**config.mk**
```make
export PLATFORM = sky130hd
export DESIGN_NAME = pid_controller_clamped
export DESIGN_NICKNAME = d
export VERILOG_FILES = /design/src/design/pidc_pkg.sv /design/src/design/pidc_dp.sv /design/src/design/pidc_seq.sv /design/src/design/pid_controller_clamped.sv
export SDC_FILE = /design/constraint.sdc
export NUM_CORES = 2
export LEC_CHECK = 0
export BUFFER_PORTS_ARGS = -buffer_cell sky130_fd_sc_hd__buf_4
export CAP_MARGIN = 10
export CORE_MARGIN = 2
export CORE_UTILIZATION = 42
export DETAILED_ROUTE_END_ITERATION = 10
export GPL_TIMING_DRIVEN = 1
export PLACE_DENSITY = 0.68
export SLEW_MARGIN = 0
export SYNTH_ARGS = -nofsm -noshare
export SYNTH_HDL_FRONTEND = slang
export SYNTH_SLANG_ARGS = --single-unit
```
**constraint.sdc**
```tcl
create_clock -name clock -period 18.75 [get_ports clock]
set_input_delay 1.875 -clock clock [delete_from_list [all_inputs] [get_ports clock]]
set_output_delay 1.875 -clock clock [all_outputs]
set_load 0.1 [all_outputs]
```
**src/design/pidc_pkg.sv**
```systemverilog
package pidc_pkg;

   // command codes carried in req_tuser
   localparam logic [1:0] CMD_SAMPLE  = 2'd0;
   localparam logic [1:0] CMD_CLEAR   = 2'd1;
   localparam logic [1:0] CMD_PRELOAD = 2'd2;

   // register indexes
   localparam logic [2:0] CSR_GAIN_P    = 3'd0;
   localparam logic [2:0] CSR_GAIN_I    = 3'd1;
   localparam logic [2:0] CSR_GAIN_D    = 3'd2;
   localparam logic [2:0] CSR_TIME_STEP = 3'd3;
   localparam logic [2:0] CSR_INT_LOW   = 3'd4;
   localparam logic [2:0] CSR_INT_HIGH  = 3'd5;
   localparam logic [2:0] CSR_DRV_LOW   = 3'd6;
   localparam logic [2:0] CSR_DRV_HIGH  = 3'd7;

   // microcode entry points
   localparam logic [3:0] PC_IDLE    = 4'd0;
   localparam logic [3:0] PC_SAMPLE  = 4'd1;
   localparam logic [3:0] PC_CLEAR   = 4'd7;
   localparam logic [3:0] PC_PRELOAD = 4'd8;

   typedef enum logic [2:0] {
      MUL_NONE,
      MUL_ERR_DT,
      MUL_P_ERR,
      MUL_D_DELTA,
      MUL_I_INTEG
   } mul_sel_type;

   typedef enum logic [1:0] {
      ACC_HOLD,
      ACC_CLEAR,
      ACC_ADD_SH16,
      ACC_ADD
   } acc_op_type;

   typedef enum logic [1:0] {
      INT_HOLD,
      INT_SUM,
      INT_CLAMP
   } integ_op_type;

   typedef enum logic [1:0] {
      ST_HOLD,
      ST_CLEAR,
      ST_PRELOAD,
      ST_COMMIT
   } state_op_type;

   typedef struct packed {
      logic         dispatch;
      mul_sel_type  mul_sel;
      acc_op_type   acc_op;
      integ_op_type integ_op;
      state_op_type state_op;
      logic         emit;
      logic [3:0]   next_pc;
   } ucode_type;

   typedef struct packed {
      ucode_type word;
      logic      step_en;
      logic      capture;
   } dp_ctrl_type;

   function automatic ucode_type ucode_rom(input logic [3:0] pc);
      ucode_type w;
      unique case (pc)
         4'd1: w = '{1'b0, MUL_ERR_DT,  ACC_CLEAR,    INT_HOLD,  ST_HOLD,    1'b0, 4'd2};
         4'd2: w = '{1'b0, MUL_P_ERR,   ACC_HOLD,     INT_SUM,   ST_HOLD,    1'b0, 4'd3};
         4'd3: w = '{1'b0, MUL_D_DELTA, ACC_ADD_SH16, INT_CLAMP, ST_HOLD,    1'b0, 4'd4};
         4'd4: w = '{1'b0, MUL_I_INTEG, ACC_ADD_SH16, INT_HOLD,  ST_HOLD,    1'b0, 4'd5};
         4'd5: w = '{1'b0, MUL_NONE,    ACC_ADD,      INT_HOLD,  ST_HOLD,    1'b0, 4'd6};
         4'd6: w = '{1'b0, MUL_NONE,    ACC_HOLD,     INT_HOLD,  ST_COMMIT,  1'b1, PC_IDLE};
         4'd7: w = '{1'b0, MUL_NONE,    ACC_HOLD,     INT_HOLD,  ST_CLEAR,   1'b0, PC_IDLE};
         4'd8: w = '{1'b0, MUL_NONE,    ACC_HOLD,     INT_HOLD,  ST_PRELOAD, 1'b0, PC_IDLE};
         default: w = '{1'b1, MUL_NONE, ACC_HOLD,     INT_HOLD,  ST_HOLD,    1'b0, PC_IDLE};
      endcase
      return w;
   endfunction

   function automatic logic [3:0] dispatch_pc(input logic [1:0] cmd);
      logic [3:0] pc;
      unique case (cmd)
         CMD_SAMPLE:  pc = PC_SAMPLE;
         CMD_CLEAR:   pc = PC_CLEAR;
         CMD_PRELOAD: pc = PC_PRELOAD;
         default:     pc = PC_IDLE;
      endcase
      return pc;
   endfunction

endpackage

```
**src/design/pidc_dp.sv**
```systemverilog
module pidc_dp (
   input  logic                      clock,
   input  logic                      reset,
   input  logic                      csr_we,
   input  logic [2:0]                csr_index,
   input  logic [31:0]               csr_wdata,
   input  pidc_pkg::dp_ctrl_type     ctrl,
   input  logic signed [15:0]        target,
   input  logic signed [15:0]        measured,
   input  logic signed [31:0]        preload_value,
   input  logic                      rsp_tready,
   output logic                      rsp_tvalid,
   output logic signed [15:0]        drive,
   output logic                      out_busy
);
   import pidc_pkg::*;

   localparam logic signed [53:0] ROUND_HALF = 54'sd8388608;

   // configuration
   logic signed [15:0] gain_p_ff, gain_p_in;
   logic signed [15:0] gain_i_ff, gain_i_in;
   logic signed [15:0] gain_d_ff, gain_d_in;
   logic        [15:0] time_step_ff, time_step_in;
   logic signed [31:0] int_low_ff, int_low_in;
   logic signed [31:0] int_high_ff, int_high_in;
   logic signed [15:0] drv_low_ff, drv_low_in;
   logic signed [15:0] drv_high_ff, drv_high_in;

   // controller state
   logic signed [31:0] integral_ff, integral_in;
   logic signed [16:0] prev_err_ff, prev_err_in;
   logic               started_ff, started_in;
   logic               valid_ff, valid_in;

   // working registers
   logic signed [16:0] error_ff, error_in;
   logic signed [31:0] preload_ff, preload_in;
   logic signed [48:0] prod_ff, prod_in;
   logic signed [34:0] isum_ff, isum_in;
   logic signed [31:0] integ_ff, integ_in;
   logic signed [53:0] acc_ff, acc_in;
   logic signed [15:0] drive_ff, drive_in;

   logic signed [17:0] delta;
   logic signed [16:0] mul_a;
   logic signed [31:0] mul_b;
   logic signed [34:0] ilo, ihi, iclamp;
   logic signed [53:0] rnd;
   logic signed [29:0] quot, dlo, dhi, dclamp;
   logic               en;

   assign en = ctrl.step_en;

   always_comb begin
      gain_p_in    = gain_p_ff;
      gain_i_in    = gain_i_ff;
      gain_d_in    = gain_d_ff;
      time_step_in = time_step_ff;
      int_low_in   = int_low_ff;
      int_high_in  = int_high_ff;
      drv_low_in   = drv_low_ff;
      drv_high_in  = drv_high_ff;
      if (csr_we) begin
         unique case (csr_index)
            CSR_GAIN_P:    gain_p_in    = csr_wdata[15:0];
            CSR_GAIN_I:    gain_i_in    = csr_wdata[15:0];
            CSR_GAIN_D:    gain_d_in    = csr_wdata[15:0];
            CSR_TIME_STEP: time_step_in = csr_wdata[15:0];
            CSR_INT_LOW:   int_low_in   = csr_wdata;
            CSR_INT_HIGH:  int_high_in  = csr_wdata;
            CSR_DRV_LOW:   drv_low_in   = csr_wdata[15:0];
            CSR_DRV_HIGH:  drv_high_in  = csr_wdata[15:0];
            default: ;
         endcase
      end
   end

   // derivative is zero on the first sample after a clear
   assign delta = started_ff ? (18'(error_ff) - 18'(prev_err_ff)) : '0;

   always_comb begin
      case (ctrl.word.mul_sel)
         MUL_ERR_DT: begin
            mul_a = error_ff;
            mul_b = {16'b0, time_step_ff};
         end
         MUL_P_ERR: begin
            mul_a = 17'(gain_p_ff);
            mul_b = 32'(error_ff);
         end
         MUL_D_DELTA: begin
            mul_a = 17'(gain_d_ff);
            mul_b = 32'(delta);
         end
         MUL_I_INTEG: begin
            mul_a = 17'(gain_i_ff);
            mul_b = integ_ff;
         end
         default: begin
            mul_a = '0;
            mul_b = '0;
         end
      endcase
   end

   always_comb begin
      ilo    = 35'(int_low_ff);
      ihi    = 35'(int_high_ff);
      iclamp = isum_ff;
      if (iclamp < ilo) iclamp = ilo;
      if (iclamp > ihi) iclamp = ihi;

      // round half up, then take the integer part
      rnd    = acc_ff + ROUND_HALF;
      quot   = rnd[53:24];
      dlo    = 30'(drv_low_ff);
      dhi    = 30'(drv_high_ff);
      dclamp = quot;
      if (dclamp < dlo) dclamp = dlo;
      if (dclamp > dhi) dclamp = dhi;
   end

   always_comb begin
      error_in   = ctrl.capture ? (17'(target) - 17'(measured)) : error_ff;
      preload_in = ctrl.capture ? preload_value : preload_ff;

      prod_in = prod_ff;
      if (en && ctrl.word.mul_sel != MUL_NONE) prod_in = mul_a * mul_b;

      isum_in  = isum_ff;
      integ_in = integ_ff;
      // error*dt is a signed 33 bit value
      if (en && ctrl.word.integ_op == INT_SUM)
         isum_in = 35'(integral_ff) + 35'($signed(prod_ff[33:0]));
      if (en && ctrl.word.integ_op == INT_CLAMP) integ_in = iclamp[31:0];

      acc_in = acc_ff;
      if (en) begin
         case (ctrl.word.acc_op)
            ACC_CLEAR:    acc_in = '0;
            ACC_ADD_SH16: acc_in = acc_ff + $signed({prod_ff[37:0], 16'b0});
            ACC_ADD:      acc_in = acc_ff + 54'(prod_ff);
            default:      acc_in = acc_ff;
         endcase
      end

      drive_in = (en && ctrl.word.emit) ? dclamp[15:0] : drive_ff;
      valid_in = (en && ctrl.word.emit) ? 1'b1 : (valid_ff && !rsp_tready);

      integral_in = integral_ff;
      prev_err_in = prev_err_ff;
      started_in  = started_ff;
      if (en) begin
         case (ctrl.word.state_op)
            ST_CLEAR: begin
               integral_in = '0;
               prev_err_in = '0;
               started_in  = 1'b0;
            end
            ST_PRELOAD: integral_in = preload_ff;
            ST_COMMIT: begin
               integral_in = integ_ff;
               prev_err_in = error_ff;
               started_in  = 1'b1;
            end
            default: ;
         endcase
      end
   end

   always_ff @(posedge clock) begin
      if (reset) begin
         gain_p_ff    <= '0;
         gain_i_ff    <= '0;
         gain_d_ff    <= '0;
         time_step_ff <= 16'hFFFF;
         int_low_ff   <= 32'sh8000_0000;
         int_high_ff  <= 32'sh7FFF_FFFF;
         drv_low_ff   <= 16'sh8000;
         drv_high_ff  <= 16'sh7FFF;
         integral_ff  <= '0;
         prev_err_ff  <= '0;
         started_ff   <= 1'b0;
         valid_ff     <= 1'b0;
      end else begin
         gain_p_ff    <= gain_p_in;
         gain_i_ff    <= gain_i_in;
         gain_d_ff    <= gain_d_in;
         time_step_ff <= time_step_in;
         int_low_ff   <= int_low_in;
         int_high_ff  <= int_high_in;
         drv_low_ff   <= drv_low_in;
         drv_high_ff  <= drv_high_in;
         integral_ff  <= integral_in;
         prev_err_ff  <= prev_err_in;
         started_ff   <= started_in;
         valid_ff     <= valid_in;
      end
   end

   always_ff @(posedge clock) begin
      error_ff   <= error_in;
      preload_ff <= preload_in;
      prod_ff    <= prod_in;
      isum_ff    <= isum_in;
      integ_ff   <= integ_in;
      acc_ff     <= acc_in;
      drive_ff   <= drive_in;
   end

   assign rsp_tvalid = valid_ff;
   assign drive      = drive_ff;
   assign out_busy   = valid_ff && !rsp_tready;

endmodule

```
**src/design/pidc_seq.sv**
```systemverilog
module pidc_seq (
   input  logic                  clock,
   input  logic                  reset,
   input  logic                  req_tvalid,
   input  logic [1:0]            cmd,
   input  logic                  out_busy,
   output logic                  req_tready,
   output pidc_pkg::dp_ctrl_type ctrl
);
   import pidc_pkg::*;

   logic [3:0] pc_ff, pc_in;
   ucode_type  word;
   logic       step_en;

   assign word    = ucode_rom(pc_ff);
   // the result step waits for a free output register
   assign step_en = !(word.emit && out_busy);

   assign req_tready   = word.dispatch;
   assign ctrl.word    = word;
   assign ctrl.step_en = step_en;
   assign ctrl.capture = word.dispatch && req_tvalid;

   always_comb begin
      if (word.dispatch) begin
         pc_in = req_tvalid ? dispatch_pc(cmd) : pc_ff;
      end else if (step_en) begin
         pc_in = word.next_pc;
      end else begin
         pc_in = pc_ff;
      end
   end

   always_ff @(posedge clock) begin
      if (reset) begin
         pc_ff <= PC_IDLE;
      end else begin
         pc_ff <= pc_in;
      end
   end

endmodule

```
**src/design/pid_controller_clamped.sv**
```systemverilog
// Clamped fixed-point PID regulator. Each beat on req_ carries a command in
// tuser: a sample (target, measured) returns one drive beat on rsp_; clear
// and preload change the controller state and return nothing; the unused
// code is dropped. A sample runs 6 microcode steps on one shared 17x32
// multiplier and accumulator, and the block accepts no new beat until its
// last step is done; clear and preload run one step each. The last sample
// step waits while an earlier drive beat is still held in rsp_. The user
// must write registers through csr_ only while the block is idle; the block
// itself does not enforce this.
module pid_controller_clamped (
   input  logic        clock,
   input  logic        reset,
   input  logic        req_tvalid,
   output logic        req_tready,
   input  logic [63:0] req_tdata,   // target[15:0], measured[31:16], preload_value[63:32]
   input  logic [1:0]  req_tuser,   // cmd[1:0]
   output logic        rsp_tvalid,
   input  logic        rsp_tready,
   output logic [15:0] rsp_tdata,   // drive[15:0]
   input  logic        csr_we,
   input  logic [2:0]  csr_index,
   input  logic [31:0] csr_wdata
);
   import pidc_pkg::*;

   dp_ctrl_type        ctrl;
   logic               out_busy;
   logic signed [15:0] drive;

   pidc_seq u_seq (
      .clock      (clock),
      .reset      (reset),
      .req_tvalid (req_tvalid),
      .cmd        (req_tuser),
      .out_busy   (out_busy),
      .req_tready (req_tready),
      .ctrl       (ctrl)
   );

   pidc_dp u_dp (
      .clock         (clock),
      .reset         (reset),
      .csr_we        (csr_we),
      .csr_index     (csr_index),
      .csr_wdata     (csr_wdata),
      .ctrl          (ctrl),
      .target        (req_tdata[15:0]),
      .measured      (req_tdata[31:16]),
      .preload_value (req_tdata[63:32]),
      .rsp_tready    (rsp_tready),
      .rsp_tvalid    (rsp_tvalid),
      .drive         (drive),
      .out_busy      (out_busy)
   );

   assign rsp_tdata = drive;

endmodule

```
==> impl_metrics.toml <==
[sta]
drv_slew = 0
hold_viol_final = 0
fin_ws_ns = 8.35
setup_viol = 0
min_period_ns = 10.40
max_slew_margin_pct = 19.9
finClkSkew_ns = 0.0236
setup_tns_ns = 0
holdWs_ns = 0.451
rsz0062_at_grt = "false"
period_share_pct = 55.4
tightest_slew_ns = 1.20
fmax_mhz = 96.2

[run_status]
status = "finished clean"

[drt]
ant_nets = 0
routed_wl_um = 160000
drt_iter0_drc = 3438
vias = 40000
first_pass_iters = 6
wire_per_inst_um = 22.6
drc_errors = 0
viasPerCell = 5.64

[critical_path]
path_max_fanout = 13
worst_setup_path_end_kind = "register"
arrival_ns = 10.92
critical_path_buf_inv_count = 4
path_delay_family = "adder cells"
setup.worst_path.class = "reg2reg"
crit_path_frequent_cell = "fa_1"
slowest_delay_ns = 0.93
critPathSlowestCell = "nor2_1"
startpoint_type = "register"
required_ns = 19.27

[floorplanning]
io_pins = 124
die_y_um = 342
die_x_um = 342
start_util_pct = 42.2
core_um2 = 114000
die-area_um2 = 117000
rows = 124

[yosys]
synth_nets = 6523
async_flop_share_pct = 0
synth-seq-cells = 463
yosys_warnings = 0
synthDistinctLibCells = 86
ys_seq_area_share_pct = 24.1
synth-edff-count = 235
synthCells = 5485
synth_ff_type = "edfxtp_1"
syn_area_per_cell_um2 = 8.77
synth_area_um2 = 48100

[global_routing]
grt_usage_pct = 27.2
grt_remaining_overflow = 0
grt_pass1_vias = 39700
antenna_found_initial = 15
grtUsageMet3_pct = 6.26
gr-usage-met2_pct = 43.2
gr-max-usage-layer = "met2"
grt_pass1_wl_um = 241000
grt_max_degree = 136
grtUsageMet1_pct = 35.2

[placement]
dp_cells = 6972
dp_hpwl_um = 125000
pre_cts_ws_ns = 8.62
port_buffers = 123
gp_congestion = 0.967

[power_and_ir_drop]
leakagePower_nw = 24.0
power.share.clock_pct = 20.4
p_sw_share_pct = 46.4
power_density_nw_per_um2 = 105
internal_power_mw = 2.98
netSwitchingPower_mw = 2.58
ir_worst_vdd_uv = 92.3
p_total_mw = 5.56
p_comb_share_pct = 52.3
power_frac_seq_pct = 27.3

[flow_run]
maxCapViolations = 0

[cts]
clkSlewWorstSetupHoldPaths_ns = 0.06
root_buffer = "clkbuf_16"
clock_sinks = 463
cts_hold_buf = 0
postCtsSetupRepairBufs = 0
tritoncts = "done"
clockBufferDepth = 3
clk_latency_ns = 0.66
cts_resized = 0
numCtsBuffers = 56
htreeDepth = 2

[min_path]
hold_class = "reg2reg"

[finish]
drive_gt1_share_pct = 7.62
area_delta_synth_final_pct = 9.56
fin_nets = 6556
fin_cells = 7082
-- sequential cells by signal, summed over array words and instances, names as in the netlist, 17 cells and up --
| signal | cells |
|---|---|
| u_dp.acc_ff | 54 |
| u_dp.error_ff | 17 |
| u_dp.int_high_ff | 32 |
| u_dp.int_low_ff | 32 |
| u_dp.integ_ff | 32 |
| u_dp.integral_ff | 32 |
| u_dp.isum_ff | 35 |
| u_dp.preload_ff | 32 |
| u_dp.prev_err_ff | 17 |
| u_dp.prod_ff | 49 |
-- worst min-delay path: stages, from the launching register on --
cell and delay, ns:
dfxtp_1 0.31, nand2_1 0.05, a21oi_1 0.05
-- cell usage after synthesis, types with 7 or more instances --
cell type,count,area share (%)
and2_1,30,0.39
xor2_1,66,1.2
dfxtp_1,228,9.5
o211ai_1,19,0.30
a211oi_1,39,0.61
nor2b_1,67,0.87
o22ai_1,16,0.21
a21boi_0,10,0.16
a21o_1,140,2.2
a31oi_1,57,0.74
o21a_1,31,0.48
mux2_2,62,1.5
and3_1,24,0.31
nand3_1,108,1.1
a221oi_1,26,0.47
edfxtp_1,235,15
nor4_1,12,0.16
buf_2,7,0.073
a21oi_1,364,3.8
or2_2,14,0.18
nand2b_1,51,0.66
xnor2_1,135,2.5
o21ai_0,126,1.3
fa_1,526,22
nand2_1,788,6.1
o21bai_1,25,0.39
a221o_1,25,0.52
or3_1,13,0.17
ha_1,406,11
nand4_1,42,0.55
a211o_1,25,0.45
clkbuf_1,183,1.4
a22o_1,16,0.29
clkbuf_2,17,0.18
buf_1,13,0.10
nor3_1,50,0.52
mux2i_1,11,0.23
nand3b_1,51,0.80
a22oi_1,19,0.30
nor2_1,587,4.6
inv_1,714,5.6
o31ai_1,10,0.16
-- kinds of logic after synthesis --
kind of cell	synth area share, %
AO/OA/AOI/OAI	13.7
XOR/XNOR	3.66
AND/OR/NAND/NOR	17.0
flip-flops	24.1
adder cells (fa/ha/maj)	32.4
buffers and inverters	7.37
multiplexers	1.70
-- worst paths after layout --
check                        endpoint  depth (start not counted)  slack (ns)                start
setup / recovery     u_dp.prod_ff[47]                         30        8.35     u_dp.error_ff[2]
setup reg to reg     u_dp.prod_ff[47]                         30        8.35     u_dp.error_ff[2]
hold reg to reg   u_dp.prev_err_ff[7]                          2        0.45  u_dp.prev_err_ff[7]
hold / removal    u_dp.prev_err_ff[7]                          2        0.45  u_dp.prev_err_ff[7]
-- layer usage --
metal  vias up  wire length, um
li1      18300                -
met1     19500            64500
met2      1657            72000
met3       415            15000
met4        20             8180
met5         -              127
-- placed cells by master, fill, tap and decap left out, types with 57 or more instances in the layout --
| master | count |
|---|---|
| nand2_1 | 788 |
| inv_1 | 714 |
| nor2_1 | 583 |
| fa_1 | 526 |
| ha_1 | 406 |
| a21oi_1 | 363 |
| edfxtp_1 | 235 |
| dfxtp_1 | 225 |
| buf_4 | 195 |
| a21o_1 | 140 |
| xnor2_1 | 135 |
| o21ai_0 | 126 |
| nand3_1 | 107 |
| nor2b_1 | 67 |
| xor2_1 | 66 |
| mux2_2 | 62 |
| a31oi_1 | 57 |
-- cell type report --
cell class	instances	area, um2
clock buffer	67	1500
tap	1512	1890
clock inverter	39	389
fill	10900	61300
timing repair buffer	196	1480
inverter	714	2680
sequential	463	11600
antenna	4	10.0
multi-input combinational	4087	33200
-- power groups by stage --
stage	clock network, mW	logic, mW	registers, mW
after floorplan	0	2.04	1.38
after global placement	0	2.81	1.53
after detailed placement	0	2.84	1.53
after CTS	1.15	2.87	1.51
final	1.13	2.91	1.52
after global routing	1.19	3.19	1.52
-- stage by stage --
step / utilization, % / instance area, um2
final: 46.2 / 52700
after global routing: 46.2 / 52700
after CTS: 46.2 / 52700
after detailed placement: 44.6 / 50800
after global placement: 44.6 / 50800
after floorplan: - / 48100
(Power assumes the default switching activity.)
